==> config.mk <==
export PLATFORM = sky130hd
export DESIGN_NAME = mpeg_video_stream_validator_unit_flat
export DESIGN_NICKNAME = d
export VERILOG_FILES = /design/src/mvsv_pkg.sv /design/src/mvsv_stream_if.sv /design/src/mpeg_video_stream_validator_unit.sv /design/src/mvsv_front.sv /design/src/mvsv_queue.sv /design/src/mvsv_back.sv /design/src/flat_wrapper.sv
export SDC_FILE = /design/constraint.sdc
export NUM_CORES = 1
export LEC_CHECK = 0
export BUFFER_PORTS_ARGS = -buffer_cell sky130_fd_sc_hd__buf_2
export CAP_MARGIN = 20
export CORE_UTILIZATION = 50
export CTS_CLUSTER_DIAMETER = 120
export CTS_CLUSTER_SIZE = 28
export DETAILED_ROUTE_END_ITERATION = 6
export GPL_ROUTABILITY_DRIVEN = 0
export HOLD_SLACK_MARGIN = 0.1
export PLACE_DENSITY_LB_ADDON = 0.15
export SYNTH_ARGS = -nofsm -noshare
export SYNTH_HDL_FRONTEND = slang
export SYNTH_SLANG_ARGS = --single-unit
==> constraint.sdc <==
create_clock -name clk -period 9.6 [get_ports clk]
set_input_delay 0.48 -clock clk [delete_from_list [all_inputs] [get_ports clk]]
set_output_delay 0.48 -clock clk [all_outputs]
set_load 0.05 [all_outputs]
==> src/mvsv_pkg.sv <==
// Shared types and constants for the MPEG video stream validator.
// No dependencies; the front, queue, back and top level files import this package.
package mvsv_pkg;

    // Byte offset width and zero padding run that ends a scan.
    localparam int LengthBits   = 32;
    localparam int ZeroRunLimit = 256;
    localparam int ZeroRunW     = $clog2(ZeroRunLimit + 1);

    // Queue between the front and the back part.
    localparam int QDepth = 4;
    localparam int QPtrW  = $clog2(QDepth);
    localparam int QCntW  = $clog2(QDepth + 1);

    // Start code ids.
    localparam logic [7:0] PIC_ID      = 8'h00;
    localparam logic [7:0] SLICE_FIRST = 8'h01;
    localparam logic [7:0] SLICE_LAST  = 8'hAF;
    localparam logic [7:0] SEQ_HDR_ID  = 8'hB3;
    localparam logic [7:0] EXT_ID      = 8'hB5;
    localparam logic [7:0] SEQ_END_ID  = 8'hB7;
    localparam logic [7:0] GOP_ID      = 8'hB8;

    typedef enum logic [1:0] {
        PH_IDLE,
        PH_HEADER,
        PH_SCAN,
        PH_DONE
    } phase_t;

    typedef enum logic [1:0] {
        CLS_SLICE,
        CLS_KNOWN,
        CLS_END,
        CLS_UNKNOWN
    } code_cls_t;

    typedef enum logic [2:0] {
        STOP_HEADER    = 3'd0,
        STOP_END       = 3'd1,
        STOP_PAD       = 3'd2,
        STOP_UNKNOWN   = 3'd3,
        STOP_EXHAUSTED = 3'd4
    } stop_t;

    // One classified input word as it travels through the queue.
    typedef struct packed {
        logic [7:0] data;
        logic       first;
        logic       last;
        code_cls_t  cls;
    } word_t;

    // Queue status seen by the front part and the top level.
    typedef struct packed {
        logic [QCntW-1:0] count;
        logic             full;
        logic             empty;
    } q_stat_t;

endpackage

==> src/mvsv_stream_if.sv <==
// Valid/ready channel interfaces for input bytes and verdicts.
// Depends on nothing; used by the front, back and top level modules.
interface mvsv_in_if;
    logic       valid;
    logic       ready;
    logic [7:0] data_byte;
    logic       window_first;
    logic       window_last;

    modport source (output valid, output data_byte, output window_first,
                    output window_last, input ready);
    modport sink (input valid, input data_byte, input window_first,
                  input window_last, output ready);
endinterface

interface mvsv_out_if;
    logic        valid;
    logic        ready;
    logic        accepted;
    logic [31:0] stream_length;
    logic [2:0]  stop_reason;

    modport source (output valid, output accepted, output stream_length,
                    output stop_reason, input ready);
    modport sink (input valid, input accepted, input stream_length,
                  input stop_reason, output ready);
endinterface

==> src/mpeg_video_stream_validator_unit.sv <==
// MPEG video stream validator: one byte word per cycle while the verdict output is not stalled, one verdict per window.
// The byte that decides a verdict passes the front register and the queue before the verdict register.
// Throughput: one byte per cycle while the verdict is not stalled; the back part updates
// the scan state once per word, and the output register lets it run on.
// Reset: asynchronous, active low; the scanner idles until a window_first byte,
// the queue empties and no verdict is pending. No memory clearing pass.
module mpeg_video_stream_validator_unit
    import mvsv_pkg::*;
(
    input  logic       clk,
    input  logic       rst_n,
    mvsv_in_if.sink    bytes,
    mvsv_out_if.source verdict
);

    // Classified word from the front register into the queue.
    word_t   front_word;
    logic    front_valid;
    logic    push;

    // Queue head toward the scan engine.
    word_t   head;
    logic    pop;
    q_stat_t q_stat;

    // Front: accept bytes and tag the start code class of each one.
    mvsv_front u_front (
        .clk        (clk),
        .rst_n      (rst_n),
        .bytes      (bytes),
        .word       (front_word),
        .word_valid (front_valid),
        .word_ready (!q_stat.full)
    );

    // Push whenever the front holds a word and the queue has room.
    assign push = front_valid && !q_stat.full;

    mvsv_queue u_queue (
        .clk       (clk),
        .rst_n     (rst_n),
        .push      (push),
        .push_word (front_word),
        .pop       (pop),
        .head      (head),
        .stat      (q_stat)
    );

    // Back: header check and scan; advance one word per cycle while the
    // verdict register is free or being drained.
    mvsv_back u_back (
        .clk        (clk),
        .rst_n      (rst_n),
        .head       (head),
        .head_valid (!q_stat.empty),
        .pop        (pop),
        .verdict    (verdict)
    );

`ifndef SYNTH
    // Queue occupancy never goes past its depth.
    a_queue_bound: assert property (@(posedge clk) disable iff (!rst_n)
        q_stat.count <= QCntW'(QDepth))
        else $error("queue overfilled");

    // A rejected window reports zero length.
    a_reject_len: assert property (@(posedge clk) disable iff (!rst_n)
        verdict.valid && !verdict.accepted |-> verdict.stream_length == 32'd0)
        else $error("rejected verdict with nonzero length");

    // Header failure never accepts; end code and padding always accept.
    a_reason_acc: assert property (@(posedge clk) disable iff (!rst_n)
        verdict.valid |->
            ((verdict.stop_reason == STOP_HEADER && !verdict.accepted) ||
             (verdict.stop_reason == STOP_END && verdict.accepted) ||
             (verdict.stop_reason == STOP_PAD && verdict.accepted) ||
             verdict.stop_reason == STOP_UNKNOWN ||
             verdict.stop_reason == STOP_EXHAUSTED))
        else $error("stop reason inconsistent with verdict");

    // Nothing leaves the empty queue.
    a_pop_empty: assert property (@(posedge clk) disable iff (!rst_n)
        pop |-> !q_stat.empty)
        else $error("pop from empty queue");
`endif

endmodule

==> src/mvsv_front.sv <==
// Front part: accept input words and classify the byte as a start code id.
// Depends on mvsv_pkg and mvsv_in_if.
module mvsv_front
    import mvsv_pkg::*;
(
    input  logic       clk,
    input  logic       rst_n,
    mvsv_in_if.sink    bytes,
    output word_t      word,
    output logic       word_valid,
    input  logic       word_ready
);

    logic  valid_reg;
    logic  valid_next;
    word_t word_reg;
    logic  take;

    function automatic code_cls_t classify(input logic [7:0] id);
        code_cls_t cls;
        if (id inside {[SLICE_FIRST:SLICE_LAST]})
            cls = CLS_SLICE;
        else if (id == SEQ_END_ID)
            cls = CLS_END;
        else if (id inside {PIC_ID, SEQ_HDR_ID, EXT_ID, GOP_ID})
            cls = CLS_KNOWN;
        else
            cls = CLS_UNKNOWN;
        return cls;
    endfunction

    assign bytes.ready = !valid_reg || word_ready;
    assign take        = bytes.valid && bytes.ready;

    always_comb
    begin
        if (take)
            valid_next = 1'b1;
        else if (word_ready)
            valid_next = 1'b0;
        else
            valid_next = valid_reg;
    end

    always_ff @(posedge clk or negedge rst_n)
    begin
        if (!rst_n)
            valid_reg <= 1'b0;
        else
            valid_reg <= valid_next;
    end

    // Payload register: load on accept only.
    always_ff @(posedge clk)
    begin
        if (take)
        begin
            word_reg.data  <= bytes.data_byte;
            word_reg.first <= bytes.window_first;
            word_reg.last  <= bytes.window_last;
            word_reg.cls   <= classify(bytes.data_byte);
        end
    end

    assign word       = word_reg;
    assign word_valid = valid_reg;

endmodule

==> src/mvsv_queue.sv <==
// Short register queue that decouples the front and back parts.
// Depends on mvsv_pkg.
module mvsv_queue
    import mvsv_pkg::*;
(
    input  logic    clk,
    input  logic    rst_n,
    input  logic    push,
    input  word_t   push_word,
    input  logic    pop,
    output word_t   head,
    output q_stat_t stat
);

    word_t            slot_reg [QDepth];
    logic [QPtrW-1:0] wr_ptr_reg;
    logic [QPtrW-1:0] wr_ptr_next;
    logic [QPtrW-1:0] rd_ptr_reg;
    logic [QPtrW-1:0] rd_ptr_next;
    logic [QCntW-1:0] count_reg;
    logic [QCntW-1:0] count_next;

    function automatic logic [QPtrW-1:0] ptr_inc(input logic [QPtrW-1:0] ptr);
        if (ptr == QPtrW'(QDepth - 1))
            return '0;
        return ptr + QPtrW'(1);
    endfunction

    always_comb
    begin
        wr_ptr_next = push ? ptr_inc(wr_ptr_reg) : wr_ptr_reg;
        rd_ptr_next = pop ? ptr_inc(rd_ptr_reg) : rd_ptr_reg;
        count_next  = count_reg;
        if (push && !pop)
            count_next = count_reg + QCntW'(1);
        else if (pop && !push)
            count_next = count_reg - QCntW'(1);
    end

    always_ff @(posedge clk or negedge rst_n)
    begin
        if (!rst_n)
        begin
            wr_ptr_reg <= '0;
            rd_ptr_reg <= '0;
            count_reg  <= '0;
        end
        else
        begin
            wr_ptr_reg <= wr_ptr_next;
            rd_ptr_reg <= rd_ptr_next;
            count_reg  <= count_next;
        end
    end

    always_ff @(posedge clk)
    begin
        if (push)
            slot_reg[wr_ptr_reg] <= push_word;
    end

    assign head       = slot_reg[rd_ptr_reg];
    assign stat.count = count_reg;
    assign stat.full  = (count_reg == QCntW'(QDepth));
    assign stat.empty = (count_reg == '0);

endmodule

==> src/mvsv_back.sv <==
// Back part: header check, start code scan and verdict output register.
// Depends on mvsv_pkg and mvsv_out_if.
module mvsv_back
    import mvsv_pkg::*;
(
    input  logic      clk,
    input  logic      rst_n,
    input  word_t     head,
    input  logic      head_valid,
    output logic      pop,
    mvsv_out_if.source verdict
);

    localparam logic [31:0] SEQ_HDR_CODE = {24'h000001, SEQ_HDR_ID};
    localparam logic [LengthBits-1:0] PosMax        = '1;
    localparam logic [LengthBits-1:0] PosHdrCode    = LengthBits'(3);
    localparam logic [LengthBits-1:0] PosHdrFields  = LengthBits'(7);
    localparam logic [LengthBits-1:0] PosHdrLast    = LengthBits'(11);
    localparam logic [LengthBits-1:0] PosLenFloor   = LengthBits'(14);
    localparam logic [LengthBits-1:0] PosScanFirst  = LengthBits'(15);
    localparam logic [LengthBits-1:0] LenFloor      = LengthBits'(12);
    localparam logic [LengthBits-1:0] PadBack       = LengthBits'(ZeroRunLimit + 2);
    localparam logic [11:0]           MinDim        = 12'd8;

    phase_t                phase_reg;
    phase_t                phase_next;
    logic [31:0]           look_reg;
    logic [31:0]           look_next;
    logic [LengthBits-1:0] pos_reg;
    logic [LengthBits-1:0] pos_next;
    logic [ZeroRunW-1:0]   zrun_reg;
    logic [ZeroRunW-1:0]   zrun_next;
    logic [1:0]            slice_reg;
    logic [1:0]            slice_next;
    logic [2:0]            code_reg;
    logic [2:0]            code_next;
    logic [1:0]            skip_reg;
    logic [1:0]            skip_next;

    logic                  out_valid_reg;
    logic                  out_valid_next;
    logic                  out_acc_reg;
    logic [31:0]           out_len_reg;
    stop_t                 out_stop_reg;

    logic                  live;
    logic                  emit;
    logic                  emit_acc;
    logic [LengthBits-1:0] emit_len;
    stop_t                 emit_stop;
    logic                  hdr_bad;
    logic                  b0_zero;
    logic                  start_code;
    logic                  counted_ok;
    logic [11:0]           width_val;
    logic [11:0]           height_val;

    assign pop  = head_valid && (!out_valid_reg || verdict.ready);
    assign live = head.first || phase_reg == PH_HEADER || phase_reg == PH_SCAN;

    // Datapath: next window state and verdict decision for the head word.
    always_comb
    begin
        pos_next   = pos_reg;
        zrun_next  = zrun_reg;
        slice_next = slice_reg;
        code_next  = code_reg;
        skip_next  = skip_reg;
        emit       = 1'b0;
        emit_acc   = 1'b0;
        emit_len   = '0;
        emit_stop  = STOP_HEADER;
        hdr_bad    = 1'b0;

        if (head.first)
        begin
            pos_next   = '0;
            zrun_next  = '0;
            slice_next = '0;
            code_next  = '0;
            skip_next  = '0;
            look_next  = {24'h000000, head.data};
        end
        else
        begin
            if (pos_reg != PosMax)
                pos_next = pos_reg + LengthBits'(1);
            look_next = {look_reg[23:0], head.data};
        end

        width_val  = {look_next[31:24], look_next[23:20]};
        height_val = {look_next[15:8], look_next[7:4]};
        b0_zero    = (look_next[31:24] == 8'h00);
        start_code = b0_zero && look_next[23:16] == 8'h00 && look_next[15:8] == 8'h01;

        if (head.first || phase_reg == PH_HEADER)
        begin
            if (pos_next == PosHdrCode && look_next != SEQ_HDR_CODE)
                hdr_bad = 1'b1;
            if (pos_next == PosHdrFields &&
                (width_val < MinDim || height_val < MinDim ||
                 look_next[19:16] == 4'hF || look_next[3:0] == 4'h0))
                hdr_bad = 1'b1;
            if (hdr_bad || head.last)
            begin
                // Header failure, or window done before any scan: reject.
                emit      = 1'b1;
                emit_stop = (hdr_bad || pos_next != PosHdrLast) ? STOP_HEADER
                                                                 : STOP_EXHAUSTED;
            end
        end
        else if (phase_reg == PH_SCAN)
        begin
            if (pos_next >= PosScanFirst)
            begin
                if (skip_reg != 2'd0)
                    skip_next = skip_reg - 2'd1;
                else
                begin
                    if (b0_zero)
                    begin
                        if (zrun_reg < ZeroRunW'(ZeroRunLimit))
                            zrun_next = zrun_reg + ZeroRunW'(1);
                    end
                    else
                        zrun_next = '0;

                    if (b0_zero && zrun_next >= ZeroRunW'(ZeroRunLimit))
                    begin
                        emit      = 1'b1;
                        emit_acc  = 1'b1;
                        emit_len  = pos_next - PadBack;
                        emit_stop = STOP_PAD;
                    end
                    else if (start_code)
                    begin
                        if (head.cls == CLS_SLICE && slice_reg != 2'd3)
                            slice_next = slice_reg + 2'd1;
                        if (code_reg != 3'd7)
                            code_next = code_reg + 3'd1;
                        case (head.cls)
                            CLS_END:
                            begin
                                emit      = 1'b1;
                                emit_acc  = 1'b1;
                                emit_len  = pos_next + LengthBits'(1);
                                emit_stop = STOP_END;
                            end
                            CLS_SLICE, CLS_KNOWN:
                            begin
                                skip_next = 2'd3;
                                zrun_next = '0;
                            end
                            default:
                            begin
                                emit      = 1'b1;
                                emit_acc  = counted_ok;
                                emit_len  = pos_next - LengthBits'(3);
                                emit_stop = STOP_UNKNOWN;
                            end
                        endcase
                    end
                end
            end

            if (!emit && head.last)
            begin
                emit      = 1'b1;
                emit_acc  = counted_ok;
                emit_len  = (pos_next >= PosLenFloor)
                            ? pos_next - LengthBits'(2) + LengthBits'(skip_next)
                            : LenFloor;
                emit_stop = STOP_EXHAUSTED;
            end
        end
    end

    assign counted_ok = slice_next >= 2'd2 && code_next >= 3'd6;

    // Phase sequencing.
    always_comb
    begin
        phase_next = phase_reg;
        if (pop && live)
        begin
            if (emit)
                phase_next = PH_DONE;
            else if (head.first)
                phase_next = PH_HEADER;
            else if (phase_reg == PH_HEADER && pos_next == PosHdrLast)
                phase_next = PH_SCAN;
        end
    end

    always_comb
    begin
        if (pop && live && emit)
            out_valid_next = 1'b1;
        else if (verdict.ready)
            out_valid_next = 1'b0;
        else
            out_valid_next = out_valid_reg;
    end

    always_ff @(posedge clk or negedge rst_n)
    begin
        if (!rst_n)
        begin
            phase_reg     <= PH_IDLE;
            look_reg      <= '0;
            pos_reg       <= '0;
            zrun_reg      <= '0;
            slice_reg     <= '0;
            code_reg      <= '0;
            skip_reg      <= '0;
            out_valid_reg <= 1'b0;
        end
        else
        begin
            phase_reg     <= phase_next;
            out_valid_reg <= out_valid_next;
            if (pop && live)
            begin
                look_reg  <= look_next;
                pos_reg   <= pos_next;
                zrun_reg  <= zrun_next;
                slice_reg <= slice_next;
                code_reg  <= code_next;
                skip_reg  <= skip_next;
            end
        end
    end

    // Verdict payload: rejected windows report length zero.
    always_ff @(posedge clk)
    begin
        if (pop && live && emit)
        begin
            out_acc_reg  <= emit_acc;
            out_len_reg  <= emit_acc ? 32'(emit_len) : 32'd0;
            out_stop_reg <= emit_stop;
        end
    end

    assign verdict.valid         = out_valid_reg;
    assign verdict.accepted      = out_acc_reg;
    assign verdict.stream_length = out_len_reg;
    assign verdict.stop_reason   = out_stop_reg;

endmodule
==> src/flat_wrapper.sv <==
// flat-port wrapper written by rule: the top's interface ports become plain ports
module mpeg_video_stream_validator_unit_flat import mvsv_pkg::*;
  (clk, rst_n, bytes_valid, bytes_data_byte, bytes_window_first, bytes_window_last, bytes_ready, verdict_valid, verdict_accepted, verdict_stream_length, verdict_stop_reason, verdict_ready);
  mvsv_in_if bytes_i ();
  mvsv_out_if verdict_i ();
  input  logic clk;
  input  logic rst_n;
  input wire logic [$bits(bytes_i.valid)-1:0] bytes_valid;
  input wire logic [$bits(bytes_i.data_byte)-1:0] bytes_data_byte;
  input wire logic [$bits(bytes_i.window_first)-1:0] bytes_window_first;
  input wire logic [$bits(bytes_i.window_last)-1:0] bytes_window_last;
  output wire logic [$bits(bytes_i.ready)-1:0] bytes_ready;
  output wire logic [$bits(verdict_i.valid)-1:0] verdict_valid;
  output wire logic [$bits(verdict_i.accepted)-1:0] verdict_accepted;
  output wire logic [$bits(verdict_i.stream_length)-1:0] verdict_stream_length;
  output wire logic [$bits(verdict_i.stop_reason)-1:0] verdict_stop_reason;
  input wire logic [$bits(verdict_i.ready)-1:0] verdict_ready;
  assign bytes_i.valid = bytes_valid;
  assign bytes_i.data_byte = bytes_data_byte;
  assign bytes_i.window_first = bytes_window_first;
  assign bytes_i.window_last = bytes_window_last;
  assign bytes_ready = bytes_i.ready;
  assign verdict_valid = verdict_i.valid;
  assign verdict_accepted = verdict_i.accepted;
  assign verdict_stream_length = verdict_i.stream_length;
  assign verdict_stop_reason = verdict_i.stop_reason;
  assign verdict_i.ready = verdict_ready;
  mpeg_video_stream_validator_unit u_core (.clk(clk), .rst_n(rst_n), .bytes(bytes_i), .verdict(verdict_i));
endmodule
Word-level counts from Yosys, hierarchy flattened --
Memories as Yosys holds them, arrays and structs flattened. Cells that the tools add are included.
Operators by class: add/sub/neg operators 14, $lt $le $gt $ge 10, equality and inequality tests 22, multiplexer cells 101, bitwise logic cells 2, reduce and logical (&&, ||, !) cells 48
Operator list (count):
- 32-bit two-way mux | 9
- 9-bit two-way mux | 14
- 32-bit by 1-bit adder with 32-bit output (second input constant) | 2
- 32-bit by 4-bit >= comparator with 1-bit output (second input constant) | 2
- 32-bit one-hot mux with 2 select lines | 1
- 32-bit by 2-bit subtractor with 32-bit output (second input constant) | 2
- 2-bit two-way mux | 31
- 3-bit two-way mux | 15
- 32-bit by 2-bit adder with 32-bit output | 1
- 32-bit by 2-bit == test with 1-bit output (second input constant) | 1
- 32-bit by 3-bit == test with 1-bit output (second input constant) | 1
- 32-bit by 4-bit == test with 1-bit output (second input constant) | 1
- 8-bit == test (second input constant) | 4
- 32-bit != test (second input constant) | 1
- 32-bit by 4-bit != test with 1-bit output (second input constant) | 1
- 32-bit by 9-bit != test with 1-bit output (second input constant) | 1
- 32-bit by 9-bit subtractor with 32-bit output (second input constant) | 1
- 1-bit two-way mux | 29
- 8-bit zero test | 3
- 12-bit by 4-bit less-than comparator with 1-bit output (second input constant) | 2
- 1-bit logical AND | 17
- 9-bit by 1-bit adder with 9-bit output (second input constant) | 1
- 9-bit >= comparator (second input constant) | 1
- 1-bit logical OR | 9
- 29 further kinds | 47
Storage, ports and cells: bits in registers 131, memory bits (writable) 48, input port bits 14, output and inout port bits 38, word-level logic and storage cells 218, memories 1
Memory list:
- u_core.u_queue.slot_reg | words 4, bits a word 12, rd ports 1, clocked after Yosys merged registers in 0, wr ports 1, line mvsv_queue.sv:15 | word_t slot_reg [QDepth];

Longest topological paths before layout --
Gate-level depths: netlist of run 1. An unclocked memory read counts as a cell.
depth after elaboration 27, depth in mapped cells 34, gate-level depth less buffers 33

Modules after synthesis --
A second synthesis of run 1 with hierarchy kept.
Unflattened totals: cell total of the unflattened synthesis 1504, area, all modules 13545.5 µm²
Modules (own cells, without submodules):
- mvsv_back | instances 1, cells an instance 1373, area an instance 10869.2 µm², seq. area each 2957.8 µm²
- mvsv_queue | instances 1, cells an instance 100, area an instance 2175.8 µm², seq. area each 1616.6 µm²
- mvsv_front | instances 1, cells an instance 28, area an instance 486.7 µm², seq. area each 385.4 µm²
- mpeg_video_stream_validator_unit | instances 1, cells an instance 3, area an instance 13.8 µm², seq. area each 0.0 µm²

Worst setup path before layout of run 1 --
OpenSTA, ideal clock, no wires.
kind register -> register, start reg u_core.u_back.pos_reg[0], end reg u_core.u_back.out_len_reg[31] (netlist: u_core.u_back.verdict.stream_length[31]), data pin, setup time 264 ps, data arrival time 6672 ps, data required time 9336 ps, setup slack 2664 ps, cell stages (with the launch flop) 35, period minus slack after synthesis 6936 ps, path through dfrtp_1 > ha_1 > and4_1 > nand2_1 > a21oi_1 > nor3b_1 > nand4_1 > xor2_1 > or2_2 > clkbuf_1 > ha_1 > clkbuf_1 > nand2_1 > a21oi_1 > o31ai_1 > nor3_1 > or3_1 > buf_4 > a22oi_1 > ha_1 > inv_1 > ha_1 > inv_1 > fa_1 > o21bai_1 > a21oi_1 > o21ai_0 > nor2b_1 > a211o_1 > o31ai_1 > o21ai_0 > a311oi_1 > o21bai_1 > mux2_2 > a21oi_1
Between the ends: longest elaborated chain between the ends 19, elaborated cells on any way between the ends 45
RTL lines:
- from (decl) | line mvsv_back.sv:29 | logic [LengthBits-1:0] pos_reg;
- from (signal assigned) | line mvsv_back.sv:225 | pos_reg <= pos_next;
- 32-bit by 1-bit adder with 32-bit output / 32-bit != test (equally long branches) | line mvsv_back.sv:87, mvsv_back.sv:86
- 32-bit two-way mux (*) | line mvsv_back.sv:86 | if (pos_reg != PosMax)
- 32-bit two-way mux (*) | line mvsv_back.sv:75 | if (head.first)
- 32-bit by 4-bit >= comparator with 1-bit output | line mvsv_back.sv:114 | if (pos_next >= PosScanFirst)
- 3-bit two-way mux / 2-bit two-way mux (equally long branches) | line mvsv_back.sv:114
- 3-bit two-way mux / 2-bit two-way mux (equally long branches) | line mvsv_back.sv:112 | else if (phase_reg == PH_SCAN)
- 3-bit two-way mux / 2-bit two-way mux (equally long branches) | line mvsv_back.sv:96 | if (head.first || phase_reg == PH_HEADER)
- 3-bit >= comparator / 2-bit >= comparator (equally long branches) | line mvsv_back.sv:178 | assign counted_ok = slice_next >= 2'd2 && code_next >= 3'd6;
- [... 3 more ...]
- 1-bit two-way mux | line mvsv_back.sv:128 | if (b0_zero && zrun_next >= ZeroRunW'(ZeroRunLimit))
- 1-bit two-way mux | line mvsv_back.sv:116 | if (skip_reg != 2'd0)
- 1-bit two-way mux | line mvsv_back.sv:114
- 1-bit two-way mux | line mvsv_back.sv:166 | if (!emit && head.last)
- 1-bit two-way mux | line mvsv_back.sv:112
- 1-bit two-way mux | line mvsv_back.sv:96
- 1-bit inverter (no source line)
- 3-bit OR reduction (no source line)
- to (signal assigned) | line mvsv_back.sv:240 | out_len_reg <= emit_acc ? 32'(emit_len) : 32'd0;
- to (decl) | line mvsv_back.sv:43 | logic [31:0] out_len_reg;
Every way passes the cells marked *; elsewhere a longest branch is shown, timed or not. The select of a mux whose other input is x is not followed. A chain may end at the register's enable or synchronous reset.

Worst setup path in the final report of run 1 --
start reg u_core.u_back.pos_reg[0], end reg u_core.u_back.out_len_reg[31] (netlist: u_core.u_back.verdict.stream_length[31]), data pin
Between the ends: longest elaborated chain between the ends 19, elaborated cells on any way between the ends 45
RTL lines:
- 32-bit by 1-bit adder with 32-bit output / 32-bit != test (equally long branches) | line mvsv_back.sv:87, mvsv_back.sv:86
- 32-bit two-way mux (*) | line mvsv_back.sv:86
- 32-bit two-way mux (*) | line mvsv_back.sv:75
- named net u_core.u_back.pos_next[20] | line mvsv_back.sv:30 | logic [LengthBits-1:0] pos_next;
- 32-bit by 4-bit >= comparator with 1-bit output | line mvsv_back.sv:114
- 3-bit two-way mux / 2-bit two-way mux (equally long branches) | line mvsv_back.sv:114
- 3-bit two-way mux / 2-bit two-way mux (equally long branches) | line mvsv_back.sv:112
- 3-bit two-way mux / 2-bit two-way mux (equally long branches) | line mvsv_back.sv:96
- [... 4 more ...]
- 1-bit two-way mux | line mvsv_back.sv:128
- 1-bit two-way mux | line mvsv_back.sv:116
- 1-bit two-way mux | line mvsv_back.sv:114
- 1-bit two-way mux | line mvsv_back.sv:166
- 1-bit two-way mux | line mvsv_back.sv:112
- 1-bit two-way mux | line mvsv_back.sv:96
- 1-bit inverter (no source line)
- 3-bit OR reduction (no source line)
The timed path passes the listed nets; every way through them passes the cells marked *. The select of a mux whose other input is x is not followed.

==> flow_metrics.py, run 1 <==
metrics = {
    "clocking": {
        "worst_skew_pair.late_latency_ns": 0.45,
        "cts_made_buffers": 17,
        "post_cts_clock_slew_at_the_launch_and_capture_registers_of_the_worst_setup_and_hold_paths_ns": 0.09,
        "cts_tree": "built",
        "cts_hold_repair.buffers": 1,
        "cts_resized": 0,
        "postCtsSetupBuffers": 0,
        "cts_num_sinks": 179,
        "cts_root_buf": "sky130_fd_sc_hd__clkbuf_16",
        "max-clock-path-buffers": 2,
        "h-tree-depth": 4,
    },
    "finish": {
        "largest_reg_flops": 48,
        "drive_above_1_share_pct": 9.462,
        "nets": 1742,
        "diodes": 0,
        "area_growth_syn_to_layout_pct": 8.691,
        "layout.filler_cells": 2421,
    },
    "worst_setup_path": {
        "crit_path_frequent_cell": "sky130_fd_sc_hd__ha_1",
        "reg2reg_from": "u_core.u_back.pos_reg[0]",
        "crit_path_max_fanout": 7,
        "setup_cp_type": "reg2reg",
        "timing.critical_path.to_type": "flip-flop",
        "crit_required_ns": 9.90,
        "cp.buffers_inverters": 4,
        "cpLargestDelayFamily": "simple AND/OR/NAND/NOR gates",
        "critical_path_arrival_ns": 8.94,
        "cpPeakStageDelay_ns": 0.69,
        "crit_start": "u_core.u_back.pos_reg[0]",
        "setup.worst_path.start_class": "flip-flop",
        "slowest_stage_cell_on_the_critical_path": "sky130_fd_sc_hd__or4_1",
    },
    "sta": {
        "timing_worst_slew_pin_value_ns": 1.061,
        "skew_ns": 0.01761,
        "final_critical_path_share_of_the_clock_period_pct": 89.95,
        "rsz0062_at_grt": "no",
        "slew_viol_final": 0,
        "min_period_ns": 8.635,
        "finalSetupTns_ns": 0,
        "final_number_of_setup_violating_endpoints": 0,
        "max_transition_margin_pct": 29.21,
        "fmaxAchievable_mhz": 115.8,
        "final_hold_viol_count": 0,
        "whs_ns": 0.1955,
    },
    "placed_design": {
        "io_buffer_count": 51,
        "post-dp-hpwl_mm": 30.75,
    },
    "route": {
        "drt_pass1_iterations": 6,
        "route.detailed.drc": 0,
        "detailroute.via_count": 12411,
        "ant_nets": 0,
        "routed_via_density": 6.339,
        "detail_route.iter0.violations": 1555,
        "route.final.wire_length_mm": 43.02,
        "wl_per_cell_um": 21.97,
    },
    "floorplan": {
        "initial_utilization_pct": 51.25,
        "die_h_um": 168.4,
        "fp-row-count": 60,
        "coreArea_sq_um": 27030,
        "chip_width_um": 168.4,
        "floorplan.io_pins": 52,
        "dieArea_sq_um": 28370,
    },
    "synthesis": {
        "arithmetic_cell_share_of_the_synthesized_area_counting_full_adders_half_adders_and_majority_gates_pct": 11.31,
        "dominant_combinational_cell_family_by_area_after_synthesis": "simple AND/OR/NAND/NOR gates",
        "synth_fp_nets": 1714,
        "synth_edf_count": 96,
        "syn_avg_cell_area_sq_um": 8.788,
        "synthesis.yosys.warnings": 0,
        "synth_top_cell_by_area": "sky130_fd_sc_hd__edfxtp_1",
        "yosysMostFrequentCell": "sky130_fd_sc_hd__nand2_1",
        "synth.top_cell.area_share_pct": 20.81,
        "yosys-top-cells-count": "sky130_fd_sc_hd__nand2_1, sky130_fd_sc_hd__o21ai_0, sky130_fd_sc_hd__ha_1, sky130_fd_sc_hd__nor2_1, sky130_fd_sc_hd__edfxtp_1",
        "synth_seq_cells": 179,
        "synth_compound_gate_area_share_pct": 18.93,
        "synthFlopType": "sky130_fd_sc_hd__edfxtp_1",
        "synth_simple_gate_area_share_pct": 19.41,
        "synth_mux_area_share_pct": 3.026,
        "synth_xor_area_share_pct": 6.893,
        "async_flop_share_pct": 46.37,
        "synth_seq_area_share_pct": 35.81,
        "synth.distinct_cells": 74,
        "synth_top_cells_by_area": "sky130_fd_sc_hd__edfxtp_1, sky130_fd_sc_hd__dfrtp_1, sky130_fd_sc_hd__ha_1",
        "postSynthCellCount": 1576,
        "syn-cell-area_sq_um": 13850,
    },
    "min_path": {
        "min-delay-start": "bytes_window_first",
        "hp-class": "in2reg",
    },
    "global_routing": {
        "grt_first_pass_wirelength_mm": 67.30,
        "largest_net_degree_at_the_start_of_global_routing": 97,
        "grt_remaining_overflow": 0,
        "via_count_of_the_first_global_routing_pass": 11735,
        "grt.total_usage_pct": 30.82,
        "grt_antenna_before_repair": 0,
    },
    "run_status": {
        "status": "complete, no violations",
    },
    "power_and_ir_drop": {
        "power.density_cell_area_nw_per_um2": 256.2,
        "vdd_ir_drop_max_uv": 195.4,
        "static-leakage-power_nw": 6.336,
    },
    "job": {
        "drv.max_cap_violation_count": 0,
    },
}
-- report_power, final --
part	internal, mW	switching [mW]	leakage (nW)
sequential	1.06	0.115	2.02
combinational	0.550	1.37	4.01
clock	0.365	0.400	0.306
-- path summary, 6_finish.rpt --
check                           slack (ns)  depth (start not counted)                                      end
worst min-delay path                  0.20                          1                   u_core.u_front.word[3]
worst max register to register        0.96                         32  u_core.u_back.verdict.stream_length[31]
worst min register to register        0.47                          2               u_core.u_back.look_reg[19]
max in group asynchronous             7.98                          3                u_core.u_back.pos_reg[24]
worst max-delay path                  0.96                         32  u_core.u_back.verdict.stream_length[31]
min in group asynchronous             0.48                          2                 u_core.u_back.pos_reg[3]
-- placed cells by master, fill, tap and decap left out, drive strengths merged, types with 10 or more instances in the layout --
master / netlist / routed
o21bai: 14 / 14
clkbuf: 44 / 18
a21boi: 12 / 12
nor4: 19 / 19
nand2b: 15 / 15
edfxtp: 96 / 96
a31oi: 20 / 20
nor3: 35 / 35
and2: 15 / 15
nand2: 223 / 223
nand3: 45 / 45
dfrtp: 83 / 83
and3: 26 / 26
a21o: 11 / 11
mux4: 12 / 12
a21oi: 89 / 89
o21ai: 135 / 135
inv: 87 / 96
nand4: 32 / 32
o22ai: 10 / 10
buf: 22 / 73
or4: 10 / 10
o221ai: 12 / 12
ha: 122 / 122
xnor2: 67 / 67
o31ai: 12 / 12
xor2: 42 / 42
nor2: 124 / 124
a22oi: 14 / 14
-- per-layer routing --
metal	vias to the layer above	track usage [%]	wire length, um
met5	-	0	0
met4	0	10.67	1266
met3	105	6.229	4014
met2	671	45.77	18650
met1	5888	44.52	19100
li1	5747	-	-
-- through the flow --
stage	cell area, sq um	total power, mW	util (%)	instances	setup slack, ns
final	15050	3.856	55.70	1958	0.9646
after global routing	15050	4.044	55.70	1958	0.3204
after CTS	15040	3.839	55.66	1956	1.232
after detailed placement	14400	3.071	53.27	1923	1.308
after global placement	14400	3.048	53.27	1923	1.550
after floorplan	13850	2.541	-	1576	2.664
-- area by class of cell --
type                            instances  area, sq um  share of cell area [%]
Tap cell                              341        426.7                   2.834
Multi-Input combinational cell       1244         8269                   54.93
Timing Repair Buffer                   75        436.7                   2.901
Clock buffer                           17        425.4                   2.826
Inverter                               87        326.6                   2.169
Clock inverter                         15        209.0                   1.388
Sequential cell                       179         4960                   32.95
-- cell families (layout without fill, tap and decap cells) --
logic type,Yosys count,after routing
simple gates,574,574
compound gates,411,411
flops,179,179
buf+inv,153,194
fa+ha+maj,124,124
xor+xnor,109,109
mux,26,26
No activity file was read; power rests on OpenSTA's default activity.
==> run 2, diff against run 1 <==
- CORE_UTILIZATION: 50 -> 40
==> run 2 against run 1 <==
Critical path depth unchanged. Clock power decreased by 6.5%. Non-clock buffer count increased by 3. Die area up 25%. Highest routed layer unchanged.
==> flow_metrics.py, run 2 (synthesis gave the netlist of run 1 again) <==
metrics = {
    "run_status": {
        "status": "complete, no violations",
    },
    "power_and_ir_drop": {
        "power.density_cell_area_nw_per_um2": 250.8,
        "seq_power_share_pct": 30.5,
        "clock_power_share_pct": 18.8,
        "vdd_ir_drop_max_uv": 192.5,
        "power.share.combinational_pct": 50.7,
        "power.switching_fraction_pct": 48.20,
        "p_int_mw": 1.970,
        "totalPowerFinal_mw": 3.803,
        "static-leakage-power_nw": 6.335,
        "switching_power_mw": 1.833,
    },
    "finish": {
        "area_growth_syn_to_layout_pct": 9.504,
        "diodes": 0,
        "layout_common_cells": "sky130_fd_sc_hd__nand2_1, sky130_fd_sc_hd__o21ai_0, sky130_fd_sc_hd__ha_1, sky130_fd_sc_hd__nor2_1, sky130_fd_sc_hd__edfxtp_1",
        "largest_reg_flops": 48,
        "drive_above_1_share_pct": 9.691,
        "nets": 1745,
        "layout_commonest_cell": "sky130_fd_sc_hd__nand2_1",
    },
    "clocking": {
        "cts_root_buf": "sky130_fd_sc_hd__clkbuf_16",
        "postCtsSetupBuffers": 0,
        "cts_tree": "built",
        "cts_resized": 0,
        "h-tree-depth": 4,
        "cts_made_buffers": 17,
        "max-clock-path-buffers": 2,
        "worst_skew_pair.late_latency_ns": 0.46,
        "cts_num_sinks": 179,
        "cts_hold_repair.buffers": 1,
        "post_cts_clock_slew_at_the_launch_and_capture_registers_of_the_worst_setup_and_hold_paths_ns": 0.08,
    },
    "sta": {
        "max_transition_margin_pct": 19.29,
        "final_number_of_setup_violating_endpoints": 0,
        "timing_worst_slew_pin_value_ns": 1.180,
        "rsz0062_at_grt": "no",
        "fmaxAchievable_mhz": 115.1,
        "slew_viol_final": 0,
        "final_critical_path_share_of_the_clock_period_pct": 90.50,
        "final_hold_viol_count": 0,
        "skew_ns": 0.01560,
        "min_period_ns": 8.688,
        "finalSetupTns_ns": 0,
    },
    "worst_setup_path": {
        "cpPeakStageDelay_ns": 0.70,
        "crit-reg2reg-capture": "u_core.u_back.verdict.stream_length[31]",
        "crit_path_frequent_cell": "sky130_fd_sc_hd__ha_1",
        "setup.reg_to_reg.worst_slack_ns": 0.91,
        "r2r.worst_path.cells": 32,
        "crit_start": "u_core.u_back.pos_reg[0]",
        "reg2reg_from": "u_core.u_back.pos_reg[0]",
        "setup.worst_path.start_class": "flip-flop",
        "crit_path_max_fanout": 7,
        "timing.critical_path.to_type": "flip-flop",
        "crit_required_ns": 9.90,
        "worstSetupEndpoint": "u_core.u_back.verdict.stream_length[31]",
        "slowest_stage_cell_on_the_critical_path": "sky130_fd_sc_hd__or4_1",
        "critical_path_arrival_ns": 8.99,
        "setup_cp_type": "reg2reg",
    },
    "min_path": {
        "hp-class": "in2reg",
    },
    "route": {
        "detail_route.iter0.violations": 1232,
        "routed_via_density": 5.913,
        "detailroute.via_count": 12228,
        "route.detailed.drc": 0,
        "ant_nets": 0,
        "drt_pass1_iterations": 6,
        "wl_per_cell_um": 21.30,
        "route.final.wire_length_mm": 44.04,
    },
    "floorplan": {
        "coreArea_sq_um": 33780,
        "fp-row-count": 67,
        "die_h_um": 188.1,
        "dieArea_sq_um": 35370,
        "chip_width_um": 188.1,
        "initial_utilization_pct": 40.99,
        "floorplan.io_pins": 52,
    },
    "global_routing": {
        "grt_first_pass_wirelength_mm": 68.66,
        "largest_net_degree_at_the_start_of_global_routing": 71,
        "grt_antenna_before_repair": 0,
        "via_count_of_the_first_global_routing_pass": 11725,
        "grt.total_usage_pct": 25.22,
        "grt_remaining_overflow": 0,
    },
    "placed_design": {
        "io_buffer_count": 51,
        "post-dp-hpwl_mm": 32.20,
    },
    "job": {
        "drv.max_cap_violation_count": 0,
    },
}
[run 2: cell count changes in the layout (fill, tap and decap cells not counted)]
cell,delta
sky130_fd_sc_hd__buf_4,+4
sky130_fd_sc_hd__inv_12,-4
sky130_fd_sc_hd__clkinv_8,-3
sky130_fd_sc_hd__inv_8,+3
sky130_fd_sc_hd__a21oi_1,-1
sky130_fd_sc_hd__a21oi_2,+1
sky130_fd_sc_hd__clkinv_4,+1
sky130_fd_sc_hd__clkinvlp_4,+1
sky130_fd_sc_hd__inv_6,+1
[run 2: layer usage]
layer / wire length, um / GRT usage (%) / up-vias / part of all wire, %
met1: 20570 / 35.65 / 5939 / 47
met3: 3103 / 4.791 / 72 / 7.0
met4: 1043 / 8.443 / 0 / 2.4
li1: - / - / 5749 / -
met5: 0 / 0 / - / 0
met2: 19320 / 38.46 / 468 / 44
[run 2: worst min-delay path by stage]
stage	cells past startpoint	startpoint	slack, ns	end
floorplan	0	rst_n	0.18	u_core.u_back.code_reg[0]
global placement	1	rst_n	0.45	u_core.u_back.pos_reg[2]
detailed placement	1	rst_n	0.45	u_core.u_back.pos_reg[2]
CTS	1	bytes_window_last	0.18	u_core.u_front.word[2]
global route	1	bytes_window_last	0.18	u_core.u_front.word[2]
finish	1	bytes_window_last	0.20	u_core.u_front.word[2]
[run 2: layout make-up]
cell class / instances / area, sq um
flip-flops and latches: 179 / 4960
clock inverters: 14 / 153.9
repair buffers: 78 / 462.9
clock buffers: 18 / 429.2
multi-input cells: 1244 / 8273
inverters: 87 / 326.6
fillers: 3289 / 18620
well taps: 448 / 560.5
[run 2: through the flow]
stage	hold WS [ns]	util, %	cell area, sq um	worst slack [ns]	std cells
2_1_floorplan	0.1844	-	13850	2.664	1576
3_3_place_gp	0.4493	43.14	14570	1.468	2035
3_5_place_dp	0.4511	43.14	14570	1.140	2035
4_1_cts	0.1849	44.89	15170	1.099	2068
5_1_grt	0.1839	44.89	15170	0.3580	2068
6_report	0.1996	44.89	15170	0.9119	2068
[run 2: power groups by stage]
stage                     sequential, mW  combinational, mW  clock, mW
after floorplan                     1.45               1.09          0
after global placement              1.17               1.92          0
after detailed placement            1.18               1.92          0
after CTS                           1.16               1.93      0.729
after global routing                1.19               2.08      0.753
final                               1.16               1.93      0.715
[run 2: worst max-delay path, delay by kind of cell (launching register included)]
family          cells  cell delay, ns
buf+inv             4            0.52
xor+xnor            1            0.13
compound gates     11            1.88
mux                 1            0.34
flops               1            0.43
simple gates       10            3.76
fa+ha+maj           5            1.48
==> run 3, diff against run 2 <==
- CELL_PAD_IN_SITES_DETAIL_PLACEMENT: not set -> 1
- CELL_PAD_IN_SITES_GLOBAL_PLACEMENT: not set -> 1
- SKIP_LAST_GASP: not set -> 1
==> run 3 against run 2 <==
Sequential power barely moved. Non-clock buffer count rose by 1. First-iteration DRC count down 24%. Critical path type unchanged.
==> flow_metrics.py, run 3 (synthesis gave the netlist of run 1 again) <==
metrics = {
    "clocking": {
        "cts_num_sinks": 179,
        "worst_skew_pair.late_latency_ns": 0.46,
        "h-tree-depth": 4,
        "max-clock-path-buffers": 2,
        "post_cts_clock_slew_at_the_launch_and_capture_registers_of_the_worst_setup_and_hold_paths_ns": 0.08,
        "postCtsSetupBuffers": 0,
        "cts_root_buf": "sky130_fd_sc_hd__clkbuf_16",
        "cts_tree": "built",
        "cts_resized": 0,
        "cts_made_buffers": 17,
    },
    "worst_setup_path": {
        "critical_path_arrival_ns": 8.88,
        "cp.buffers_inverters": 4,
        "crit-reg2reg-capture": "u_core.u_back.verdict.stream_length[31]",
        "slowest_stage_cell_on_the_critical_path": "sky130_fd_sc_hd__or4_1",
        "cpPeakStageDelay_ns": 0.72,
        "crit_required_ns": 9.92,
        "setup.worst_path.start_class": "flip-flop",
        "setup.reg_to_reg.worst_slack_ns": 1.04,
        "reg2reg_from": "u_core.u_back.pos_reg[0]",
        "crit_path_max_fanout": 7,
        "crit_path_frequent_cell": "sky130_fd_sc_hd__ha_1",
        "setup_cp_type": "reg2reg",
        "cpLargestDelayFamily": "simple AND/OR/NAND/NOR gates",
        "timing.critical_path.to_type": "flip-flop",
        "r2r.worst_path.cells": 32,
    },
    "global_routing": {
        "largest_net_degree_at_the_start_of_global_routing": 71,
        "grt.total_usage_pct": 28.21,
        "grt_first_pass_wirelength_mm": 75.97,
        "grt_remaining_overflow": 0,
        "grt_antenna_before_repair": 1,
        "via_count_of_the_first_global_routing_pass": 12594,
    },
    "floorplan": {
        "dieArea_sq_um": 35370,
        "chip_width_um": 188.1,
        "fp-row-count": 67,
        "coreArea_sq_um": 33780,
        "floorplan.io_pins": 52,
        "initial_utilization_pct": 40.99,
        "die_h_um": 188.1,
    },
    "route": {
        "drt_pass1_iterations": 5,
        "route.final.wire_length_mm": 48.97,
        "detail_route.iter0.violations": 932,
        "detailroute.via_count": 12360,
        "routed_via_density": 5.974,
        "ant_nets": 0,
        "wl_per_cell_um": 23.67,
        "route.detailed.drc": 0,
    },
    "min_path": {
        "hp-class": "in2reg",
        "worstHoldEndpoint": "u_core.u_front.word[3]",
        "holdPathStages": 1,
        "min-delay-start": "bytes_window_first",
    },
    "job": {
        "drv.max_cap_violation_count": 0,
    },
    "sta": {
        "slew_viol_final": 0,
        "min_period_ns": 8.560,
        "fin_ws_ns": 1.040,
        "whs_ns": 0.1878,
        "final_number_of_setup_violating_endpoints": 0,
        "final_hold_viol_count": 0,
        "finalSetupTns_ns": 0,
        "timing_worst_slew_pin_value_ns": 1.091,
        "fmaxAchievable_mhz": 116.8,
        "max_transition_margin_pct": 27.00,
        "final_critical_path_share_of_the_clock_period_pct": 89.16,
        "skew_ns": 0.009216,
        "rsz0062_at_grt": "no",
    },
    "finish": {
        "layout_common_cells": "sky130_fd_sc_hd__nand2_1, sky130_fd_sc_hd__o21ai_0, sky130_fd_sc_hd__ha_1, sky130_fd_sc_hd__nor2_1, sky130_fd_sc_hd__edfxtp_1",
        "diodes": 0,
        "drive_above_1_share_pct": 9.747,
        "layout.filler_cells": 3982,
        "layout_commonest_cell": "sky130_fd_sc_hd__nand2_1",
        "largest_reg_flops": 48,
        "nets": 1746,
        "area_growth_syn_to_layout_pct": 10.16,
    },
    "power_and_ir_drop": {
        "totalPowerFinal_mw": 3.979,
        "static-leakage-power_nw": 6.376,
        "power.density_cell_area_nw_per_um2": 260.8,
        "vdd_ir_drop_max_uv": 152.7,
    },
    "placed_design": {
        "io_buffer_count": 51,
        "place_worst_setup_slack_ns": 1.181,
        "post-dp-hpwl_mm": 35.92,
    },
    "run_status": {
        "status": "complete, no violations",
    },
}
run 3: cell count changes in the layout (fill, tap and decap cells not counted), sizes merged:
cell	previous run	this run
buf	77	78
bufinv	0	2
clkinv	4	6
clkinvlp	1	0
inv	96	93
run 3: how the worst max path moves through the flow:
| stage | start | end | slack [ns] | depth (start not counted) |
|---|---|---|---|---|
| after floorplan | u_core.u_back.pos_reg[0] | u_core.u_back.verdict.stream_length[31] | 2.66 | 34 |
| after global placement | u_core.u_back.pos_reg[1] | u_core.u_back.verdict.stream_length[31] | 1.54 | 33 |
| after detailed placement | u_core.u_back.pos_reg[1] | u_core.u_back.verdict.stream_length[31] | 1.18 | 32 |
| after CTS | u_core.u_back.pos_reg[0] | u_core.u_back.verdict.stream_length[31] | 1.13 | 32 |
| after global routing | u_core.u_back.pos_reg[0] | u_core.u_back.verdict.stream_length[31] | 0.32 | 32 |
| final | u_core.u_back.pos_reg[0] | u_core.u_back.verdict.stream_length[31] | 1.04 | 32 |
run 3: metal layers:
metal | vias up | wire length (um) | track usage (%)
met5 | - | 59 | 1.099
met4 | 4 | 1266 | 8.818
met3 | 70 | 2789 | 5.634
met2 | 397 | 21830 | 43.49
met1 | 6136 | 23030 | 39.47
li1 | 5753 | - | -
run 3: worst register-to-register path, delay by kind of cell, from the launching register on:
family / cells / cell delay (ns)
XOR/XNOR: 1 / 0.12
flip-flops: 1 / 0.45
multiplexers: 1 / 0.34
adder cells (fa/ha/maj): 5 / 1.48
AND/OR/NAND/NOR: 10 / 3.61
AO/OA/AOI/OAI: 11 / 1.90
buffers and inverters: 4 / 0.52
run 3: final cells by class:
type / instances / area, sq um / share of cell area, %
clock buffer: 18 / 429.2 / 2.813
clock inverter: 14 / 210.2 / 1.378
inverter: 87 / 326.6 / 2.140
multi-input combinational: 1244 / 8280 / 54.27
sequential: 179 / 4960 / 32.51
tap: 448 / 560.5 / 3.674
timing repair buffer: 79 / 490.5 / 3.215
run 3: what timing repair did:
action,CTS,global route
hold endpoints to repair,39,0
hold buffers,1,0
endpoints found under the setup margin,0,0
run 3: through the flow:
stage | instance area, sq um | cells | util [%]
after floorplan | 13850 | 1576 | -
after global placement | 14580 | 2035 | 43.16
after detailed placement | 14580 | 2035 | 43.16
after CTS | 15230 | 2068 | 45.08
after global routing | 15260 | 2069 | 45.16
final | 15260 | 2069 | 45.16
run 3: power breakdown:
| group | switching, mW | internal [mW] |
|---|---|---|
| clock | 0.375 | 0.403 |
| combinational | 1.45 | 0.579 |
| sequential | 0.105 | 1.06 |
| total | 1.94 | 2.04 |
